## src/hdl/gms_pkg.sv

```systemverilog
// Shared types and constants for the glyph margin scanner.
// No dependencies; imported by the glyph store, the top level and the testbench.
package gms_pkg;

    localparam int GLYPHS_PER_ROW = 16;
    localparam int NUM_GLYPHS     = 256;
    localparam int IDX_W          = 8;
    localparam int MARGIN_W       = 10;

    // request kinds; the last one is not decoded and gives no result
    localparam logic [1:0] KIND_CLEAR  = 2'd0;
    localparam logic [1:0] KIND_PIXEL  = 2'd1;
    localparam logic [1:0] KIND_QUERY  = 2'd2;
    localparam logic [1:0] KIND_UNUSED = 2'd3;

    // configuration register indexes
    localparam logic [1:0] CFG_INK_THRESHOLD = 2'd0;
    localparam logic [1:0] CFG_LEFT_LIMIT    = 2'd1;
    localparam logic [1:0] CFG_RIGHT_LIMIT   = 2'd2;
    localparam logic [1:0] CFG_FIXED_WIDTH   = 2'd3;

    typedef struct packed {
        logic             valid;
        logic [1:0]       kind;
        logic [IDX_W-1:0] idx;
        logic             ink;
    } store_req_t;

    typedef struct packed {
        logic             valid;
        logic [IDX_W-1:0] code;
        logic             has_ink;
    } store_rsp_t;

endpackage

```

## src/hdl/gms_glyph_store.sv

```systemverilog
// Per-glyph ink store: ink flags in flops, column extents in a synchronous RAM.
// Read-modify-write with a registered read and write-to-read forwarding.
// Depends on gms_pkg.
module gms_glyph_store #(
    parameter int CELL_LOG2 = 4
) (
    input  logic                 aclk,
    input  logic                 aresetn,
    input  logic                 adv,
    input  gms_pkg::store_req_t  req,
    input  logic [CELL_LOG2-1:0] req_col,
    output gms_pkg::store_rsp_t  rsp,
    output logic [CELL_LOG2-1:0] rsp_min,
    output logic [CELL_LOG2-1:0] rsp_max
);
    import gms_pkg::*;

    localparam int CW = CELL_LOG2;

    logic [2*CW-1:0]     ext_mem [NUM_GLYPHS];
    logic [NUM_GLYPHS-1:0] has_ink_reg;

    logic                p1_valid_reg;
    logic [1:0]          p1_kind_reg;
    logic [IDX_W-1:0]    p1_idx_reg;
    logic                p1_ink_reg;
    logic [CW-1:0]       p1_col_reg;
    logic [2*CW-1:0]     rd_data_reg;
    logic                fwd_hit_reg;
    logic [2*CW-1:0]     fwd_data_reg;

    logic [2*CW-1:0]     cur_data;
    logic [CW-1:0]       cur_min;
    logic [CW-1:0]       cur_max;
    logic                cur_has;
    logic                wr_en;
    logic                clr_en;
    logic [2*CW-1:0]     wr_data;

    assign cur_data = fwd_hit_reg ? fwd_data_reg : rd_data_reg;
    assign cur_min  = cur_data[2*CW-1:CW];
    assign cur_max  = cur_data[CW-1:0];
    assign cur_has  = has_ink_reg[p1_idx_reg];

    assign wr_en  = adv && p1_valid_reg && (p1_kind_reg == KIND_PIXEL) && p1_ink_reg;
    assign clr_en = adv && p1_valid_reg && (p1_kind_reg == KIND_CLEAR);

    always_comb begin
        if (cur_has) begin
            wr_data[2*CW-1:CW] = (p1_col_reg < cur_min) ? p1_col_reg : cur_min;
            wr_data[CW-1:0]    = (p1_col_reg > cur_max) ? p1_col_reg : cur_max;
        end else begin
            wr_data = {p1_col_reg, p1_col_reg};
        end
    end

    // extent RAM
    always_ff @(posedge aclk) begin
        if (wr_en) begin
            ext_mem[p1_idx_reg] <= wr_data;
        end
    end

    always_ff @(posedge aclk) begin
        if (adv && req.valid) begin
            rd_data_reg <= ext_mem[req.idx];
        end
    end

    // same-entry write in the read cycle: RAM returns old data, take the new
    always_ff @(posedge aclk) begin
        if (adv && req.valid) begin
            fwd_hit_reg  <= wr_en && (p1_idx_reg == req.idx);
            fwd_data_reg <= wr_data;
        end
    end

    always_ff @(posedge aclk) begin
        if (!aresetn) begin
            has_ink_reg <= '0;
        end else if (clr_en) begin
            has_ink_reg <= '0;
        end else if (wr_en) begin
            has_ink_reg[p1_idx_reg] <= 1'b1;
        end
    end

    always_ff @(posedge aclk) begin
        if (!aresetn) begin
            p1_valid_reg <= 1'b0;
        end else if (adv) begin
            p1_valid_reg <= req.valid;
        end
    end

    always_ff @(posedge aclk) begin
        if (adv) begin
            p1_kind_reg <= req.kind;
            p1_idx_reg  <= req.idx;
            p1_ink_reg  <= req.ink;
            p1_col_reg  <= req_col;
        end
    end

    assign rsp.valid   = p1_valid_reg && (p1_kind_reg == KIND_QUERY);
    assign rsp.code    = p1_idx_reg;
    assign rsp.has_ink = cur_has;
    assign rsp_min     = cur_min;
    assign rsp_max     = cur_max;

endmodule

```

## src/hdl/glyph_margin_scanner_top.sv

```systemverilog
// Glyph margin scanner top level. A query result passes the store's p1 registers,
// the p2 registers and the output registers. Throughput is one request per cycle
// when not stalled, set by the single read-modify-write pass through the extent RAM
// (same-entry hazards are forwarded). The whole pipeline stalls while a result waits
// on m_ready. Reset (synchronous, active low) clears ink flags, pipeline valids and
// restores register defaults; the extent RAM needs no clearing pass.
module glyph_margin_scanner_top #(
    parameter int CELL_LOG2 = 4
) (
    input  logic               aclk,
    input  logic               aresetn,
    input  logic               s_valid,
    output logic               s_ready,
    input  logic [1:0]         s_kind,
    input  logic [7:0]         s_pix_x,
    input  logic [7:0]         s_pix_y,
    input  logic [7:0]         s_red,
    input  logic [7:0]         s_green,
    input  logic [7:0]         s_blue,
    input  logic [7:0]         s_glyph_code,
    output logic               m_valid,
    input  logic               m_ready,
    output logic [7:0]         m_code_echo,
    output logic signed [10:0] m_left_margin_q4,
    output logic [9:0]         m_right_margin_q4,
    output logic signed [13:0] m_tex_x_q4,
    output logic [10:0]        m_width_q4,
    input  logic               cfg_valid,
    output logic               cfg_ready,
    input  logic [1:0]         cfg_index,
    input  logic [9:0]         cfg_data
);
    import gms_pkg::*;

    localparam int CW      = CELL_LOG2;
    localparam int CELL_Q4 = 16 << CELL_LOG2;
    localparam logic [9:0]  FIXED_RIGHT = (CELL_Q4 > 1023) ? 10'd1023 : 10'(CELL_Q4);
    localparam logic [10:0] FIXED_WIDTH = 11'(CELL_Q4);

    // configuration
    logic [7:0]          ink_threshold_reg;
    logic [9:0]          left_limit_reg;
    logic [9:0]          right_limit_reg;
    logic                fixed_width_reg;

    assign cfg_ready = 1'b1;

    always_ff @(posedge aclk) begin
        if (!aresetn) begin
            ink_threshold_reg <= 8'd64;
            left_limit_reg    <= 10'd115;
            right_limit_reg   <= 10'd141;
            fixed_width_reg   <= 1'b0;
        end else if (cfg_valid) begin
            unique case (cfg_index)
                CFG_INK_THRESHOLD: ink_threshold_reg <= cfg_data[7:0];
                CFG_LEFT_LIMIT:    left_limit_reg    <= cfg_data;
                CFG_RIGHT_LIMIT:   right_limit_reg   <= cfg_data;
                CFG_FIXED_WIDTH:   fixed_width_reg   <= cfg_data[0];
                default: ;
            endcase
        end
    end

    logic adv;
    assign adv     = !m_valid || m_ready;
    assign s_ready = adv;

    // request decode
    logic [7:0]  cell_x;
    logic [7:0]  cell_y;
    logic        in_atlas;
    store_req_t  req;
    store_rsp_t  rsp;
    logic [CW-1:0] rsp_min;
    logic [CW-1:0] rsp_max;

    assign cell_x   = s_pix_x >> CELL_LOG2;
    assign cell_y   = s_pix_y >> CELL_LOG2;
    assign in_atlas = (cell_x < 8'(GLYPHS_PER_ROW)) && (cell_y < 8'(GLYPHS_PER_ROW));

    always_comb begin
        req.valid = s_valid && (s_kind != KIND_UNUSED);
        req.kind  = s_kind;
        req.ink   = in_atlas && (s_red > ink_threshold_reg)
                    && (s_green > ink_threshold_reg) && (s_blue > ink_threshold_reg);
        req.idx   = (s_kind == KIND_PIXEL) ? {cell_y[3:0], cell_x[3:0]} : s_glyph_code;
    end

    gms_glyph_store #(
        .CELL_LOG2(CELL_LOG2)
    ) u_store (
        .aclk    (aclk),
        .aresetn (aresetn),
        .adv     (adv),
        .req     (req),
        .req_col (s_pix_x[CW-1:0]),
        .rsp     (rsp),
        .rsp_min (rsp_min),
        .rsp_max (rsp_max)
    );

    // margins
    logic signed [10:0] left_raw;
    logic signed [10:0] left_lim;
    logic signed [10:0] left_sel;
    logic [10:0]        right_raw;
    logic [10:0]        right_max;
    logic [9:0]         right_sel;

    assign left_raw  = $signed((11'(rsp_min) - 11'd1) << 4);
    assign left_lim  = $signed({1'b0, left_limit_reg});
    assign right_raw = (11'(rsp_max) + 11'd1) << 4;

    always_comb begin
        if (fixed_width_reg) begin
            left_sel  = '0;
            right_max = 11'(FIXED_RIGHT);
        end else begin
            left_sel  = (rsp.has_ink && (left_raw < left_lim)) ? left_raw : left_lim;
            right_max = (rsp.has_ink && (right_raw > {1'b0, right_limit_reg}))
                        ? right_raw : {1'b0, right_limit_reg};
        end
        right_sel = right_max[10] ? 10'd1023 : right_max[9:0];
    end

    logic               p2_valid_reg;
    logic [7:0]         p2_code_reg;
    logic signed [10:0] p2_left_reg;
    logic [9:0]         p2_right_reg;

    always_ff @(posedge aclk) begin
        if (!aresetn) begin
            p2_valid_reg <= 1'b0;
        end else if (adv) begin
            p2_valid_reg <= rsp.valid;
        end
    end

    always_ff @(posedge aclk) begin
        if (adv) begin
            p2_code_reg  <= rsp.code;
            p2_left_reg  <= left_sel;
            p2_right_reg <= right_sel;
        end
    end

    // width and texture offset
    logic signed [11:0] diff;
    logic [10:0]        width;
    logic [13:0]        origin;
    logic [13:0]        tex;

    assign diff   = $signed({2'b00, p2_right_reg}) - $signed({p2_left_reg[10], p2_left_reg});
    assign width  = fixed_width_reg ? FIXED_WIDTH : (diff[11] ? 11'd0 : diff[10:0]);
    assign origin = 14'(p2_code_reg[3:0]) << (CELL_LOG2 + 4);
    assign tex    = origin + {{3{p2_left_reg[10]}}, p2_left_reg};

    logic               m_valid_reg;
    logic [7:0]         m_code_reg;
    logic signed [10:0] m_left_reg;
    logic [9:0]         m_right_reg;
    logic signed [13:0] m_tex_reg;
    logic [10:0]        m_width_reg;

    always_ff @(posedge aclk) begin
        if (!aresetn) begin
            m_valid_reg <= 1'b0;
        end else if (adv) begin
            m_valid_reg <= p2_valid_reg;
        end
    end

    always_ff @(posedge aclk) begin
        if (adv && p2_valid_reg) begin
            m_code_reg  <= p2_code_reg;
            m_left_reg  <= p2_left_reg;
            m_right_reg <= p2_right_reg;
            m_tex_reg   <= $signed(tex);
            m_width_reg <= width;
        end
    end

    assign m_valid           = m_valid_reg;
    assign m_code_echo       = m_code_reg;
    assign m_left_margin_q4  = m_left_reg;
    assign m_right_margin_q4 = m_right_reg;
    assign m_tex_x_q4        = m_tex_reg;
    assign m_width_q4        = m_width_reg;

endmodule

```

## config.mk

```make
export PLATFORM = sky130hd
export DESIGN_NAME = glyph_margin_scanner_top
export DESIGN_NICKNAME = d
export VERILOG_FILES = /design/src/hdl/gms_pkg.sv /design/src/hdl/gms_glyph_store.sv /design/src/hdl/glyph_margin_scanner_top.sv
export SDC_FILE = /design/constraint.sdc
export NUM_CORES = 2
export LEC_CHECK = 0
export BUFFER_PORTS_ARGS = -buffer_cell sky130_fd_sc_hd__buf_2
export CAP_MARGIN = 5
export CORE_UTILIZATION = 43
export DETAILED_ROUTE_END_ITERATION = 6
export PLACE_DENSITY = 0.58
export SLEW_MARGIN = 0
export SYNTH_ARGS = -nofsm -noshare
export SYNTH_HDL_FRONTEND = slang
export SYNTH_SLANG_ARGS = --single-unit
```

## constraint.sdc

```tcl
create_clock -name aclk -period 24.8 [get_ports aclk]
set_input_delay 3.72 -clock aclk [delete_from_list [all_inputs] [get_ports aclk]]
set_output_delay 3.72 -clock aclk [all_outputs]
set_load 0.02 [all_outputs]
```

==> results.py <==
metrics = {
    "layout": {
        "syn_to_final_growth_pct": 11.7,
        "largest_register_ffs": 2048,
        "finalNetCount": 7453,
        "final_cells": 10500,
        "fillers": 19100,
        "drive_gt1_share_pct": 9.55,
    },
    "placed_design": {
        "portBuffers": 118,
        "post-place-cells": 10100,
        "routabilityCongestion": 0.837,
        "hpwlAfterDp_mm": 159,
    },
    "global_routing": {
        "overflow": 0,
        "grt_max_degree": 193,
        "track_usage_pct": 23.6,
        "grt_pass1_wl_mm": 398,
        "grt_pass1_vias": 57600,
        "grt_antenna_before_repair": 13,
    },
    "critical_path": {
        "cp-end-kind": "flop",
        "cp.required_ns": 25.38,
        "crit_type": "in2reg",
        "crit_path_frequent_cell": "buf_4",
        "slowest_delay_ns": 0.80,
        "crit_chain": "buf_2 > and3b_1 > a21oi_4 > buf_4 > buf_4 > buf_4 > buf_4 > nand2_1 > a32oi_1 > nand4_1 > o21ai_0 > a22oi_1 > a221o_1 > o31ai_1",
        "cp_num_buf_inv": 5,
        "cp_max_fo": 74,
        "rr_worst_depth": 12,
        "slowest_stage": "buf_4",
        "cp-start-kind": "primary input",
        "crit_arrival_ns": 9.32,
        "critical-path-top-delay-family": "buffers and inverters",
        "cp.depth": 14,
    },
    "timing": {
        "final-hold-violation-count": 0,
        "fin_worst_skew_ns": 0.0352,
        "fmaxAchievable_ghz": 0.114,
        "period_share_pct": 35.2,
        "tns_ns": 0,
        "final_max_slew_viol_count": 79,
        "fin_crit_ns": 8.74,
        "rsz0062_at_grt": "false",
        "max_slew_margin_pct": -7.34,
        "setup_violations": 0,
        "worst_pin_slew_ns": 1.61,
    },
    "cts": {
        "cts_resized": 0,
        "htree_levels": 4,
        "cts_buffers": 235,
        "clkTransAtPathRegs_ns": 0.06,
        "cts_hold_buf": 0,
        "cts_setup_buffers": 0,
        "cts_buffer_depth": 3,
        "cts_tree": "done",
        "clk_latency_ns": 0.89,
        "clock-sinks": 2443,
        "cts-root-buf": "clkbuf_16",
    },
    "yosys": {
        "synth_common_cells": "2155 x edfxtp_1, 1804 x nand2_1, 606 x nand3_1",
        "syn_nets": 7473,
        "synth_area_leaders": "edfxtp_1 67%, nand2_1 7.0%, dfxtp_1 5.9%",
        "ys_warn_count": 0,
        "syn_inst": 7346,
        "synth.most_common_cell": "edfxtp_1",
        "syn-mean-instance-area_um2": 13.2,
        "yosys.area.top_type_share_pct": 66.7,
        "synth_edf_count": 2155,
        "ys_seq_elements": 2443,
        "yosysSeqAreaShare_pct": 72.7,
        "netlist_area_mm2": 0.0970,
        "async_flop_share_pct": 0,
        "yosysUniqueCellTypes": 65,
        "synth_flop_cell": "edfxtp_1",
        "yosys.area.top_type": "edfxtp_1",
    },
    "die": {
        "die_w_um": 477,
        "fp.dieArea_mm2": 0.227,
        "ios": 124,
        "start_util_pct": 43.5,
        "die_h_um": 477,
        "rows": 173,
        "core_area_mm2": 0.223,
    },
    "drt": {
        "drt_first_pass_iters": 6,
        "wl_per_cell_um": 26.0,
        "drt_iter0_drc": 6896,
        "viasPerCell": 5.77,
        "vias": 60700,
        "wirelength_mm": 273,
        "ant_nets": 0,
        "route.detailed.drc": 0,
    },
    "power": {
        "vdd_drop_max_mv": 0.0788,
        "sw_frac_of_total_pct": 24.4,
        "switchingPower_mw": 2.20,
        "p_seq_share_pct": 51.4,
        "intPower_mw": 6.82,
        "p_per_area_mw_per_mm2": 83.3,
        "clockPowerShare_pct": 39.5,
        "combPwrFrac_pct": 9.0,
        "p_leak_nw": 36.3,
    },
    "min_path": {
        "holdPathStages": 0,
        "hold_path_class": "reg2reg",
    },
    "status": {
        "violations": "slew limit",
        "status": "finished with violations",
    },
    "job": {
        "cap_viol_max_count": 0,
    },
}
[placed cells by master (no fill, tap or decap), types with 21 or more instances in the layout]
cell type / instances
ha_1: 58
clkbuf_1: 78
o2111ai_1: 25
nor2_1: 310
a211oi_1: 102
nor3_1: 32
mux2i_1: 161
mux4_2: 58
inv_1: 89
clkinv_2: 47
o21ai_0: 49
nor4_1: 21
nand2_1: 1792
o21a_1: 266
a22oi_1: 38
buf_4: 107
edfxtp_1: 2155
nand4_1: 168
a311oi_1: 97
buf_2: 118
nand3_1: 602
a21oi_1: 41
dfxtp_1: 288
and3_1: 69
clkbuf_8: 32
clkbuf_16: 238
a31oi_1: 91
a32oi_1: 105
nor2b_1: 29
[final timing paths]
check	start	end	slack [ns]
setup / recovery	s_kind[1]	u_store.rd_data_reg[4]	16.06
hold / removal	p2_code_reg[7]	m_code_echo[7]	0.42
setup reg to reg	u_store.p1_idx_reg[0]	u_store.ext_mem[203][0]	16.94
hold reg to reg	p2_code_reg[7]	m_code_echo[7]	0.42
[worst reg2reg max path: cells and delay by family (launching register included)]
| kind | cells | cell delay (ns) |
|---|---|---|
| AOI/OAI and AO/OA | 4 | 2.29 |
| buffers and inverters | 4 | 3.09 |
| DFF | 1 | 0.32 |
| muxes | 1 | 0.67 |
| and+or+nand+nor | 3 | 0.96 |
[logic make-up (layout without fill, tap and decap cells)]
family | count (synthesis) | in the layout | synth area share, %
adder cells (fa/ha/maj) | 60 | 60 | 0.790
AO/OA/AOI/OAI | 908 | 908 | 7.04
multiplexers | 229 | 229 | 3.12
AND/OR/NAND/NOR | 3102 | 3102 | 13.8
XOR/XNOR | 17 | 17 | 0.154
buffers and inverters | 586 | 779 | 2.44
flip-flops | 2443 | 2443 | 72.7
other | 1 | 5 | 0.00387
[metrics by stage]
stage / setup slack (ns) / hold WS, ns / instance area [µm²] / power (mW) / utilization, %
CTS: 16.20 / 0.429 / 108000 / 9.05 / 48.5
finish: 16.06 / 0.422 / 108000 / 9.02 / 48.5
floorplan: 10.12 / 0.400 / 97000 / 5.26 / -
detailed placement: 15.29 / 0.418 / 101000 / 5.54 / 45.1
global route: 16.02 / 0.440 / 108000 / 9.26 / 48.5
global placement: 15.29 / 0.409 / 101000 / 5.52 / 45.1
[power groups by stage]
stage / clock [mW] / combinational, mW / sequential (mW)
after floorplan: 0 / 0.453 / 4.81
after global placement: 0 / 0.798 / 4.72
after detailed placement: 0 / 0.812 / 4.73
after CTS: 3.60 / 0.815 / 4.64
after global routing: 3.75 / 0.872 / 4.64
final: 3.57 / 0.815 / 4.64
[area by class of cell]
cell class                 count  area (µm²)  share of cell area [%]
sequential                  2443       70500                    65.1
multi-input combinational   4317       24500                    22.6
clock buffer                 348        6690                    6.18
tap                         2975        3720                    3.44
timing repair buffer         234        1570                    1.45
clock inverter               102        1000                   0.923
inverter                      95         372                   0.343
antenna                        4        10.0                 0.00924
[layer usage]
metal | global-route usage, % | part of all wire [%]
met5 | 0 | 0.0091
met4 | 7.79 | 3.2
met3 | 3.61 | 7.5
met2 | 37.4 | 47
met1 | 33.2 | 42
(Power assumes the default switching activity.)
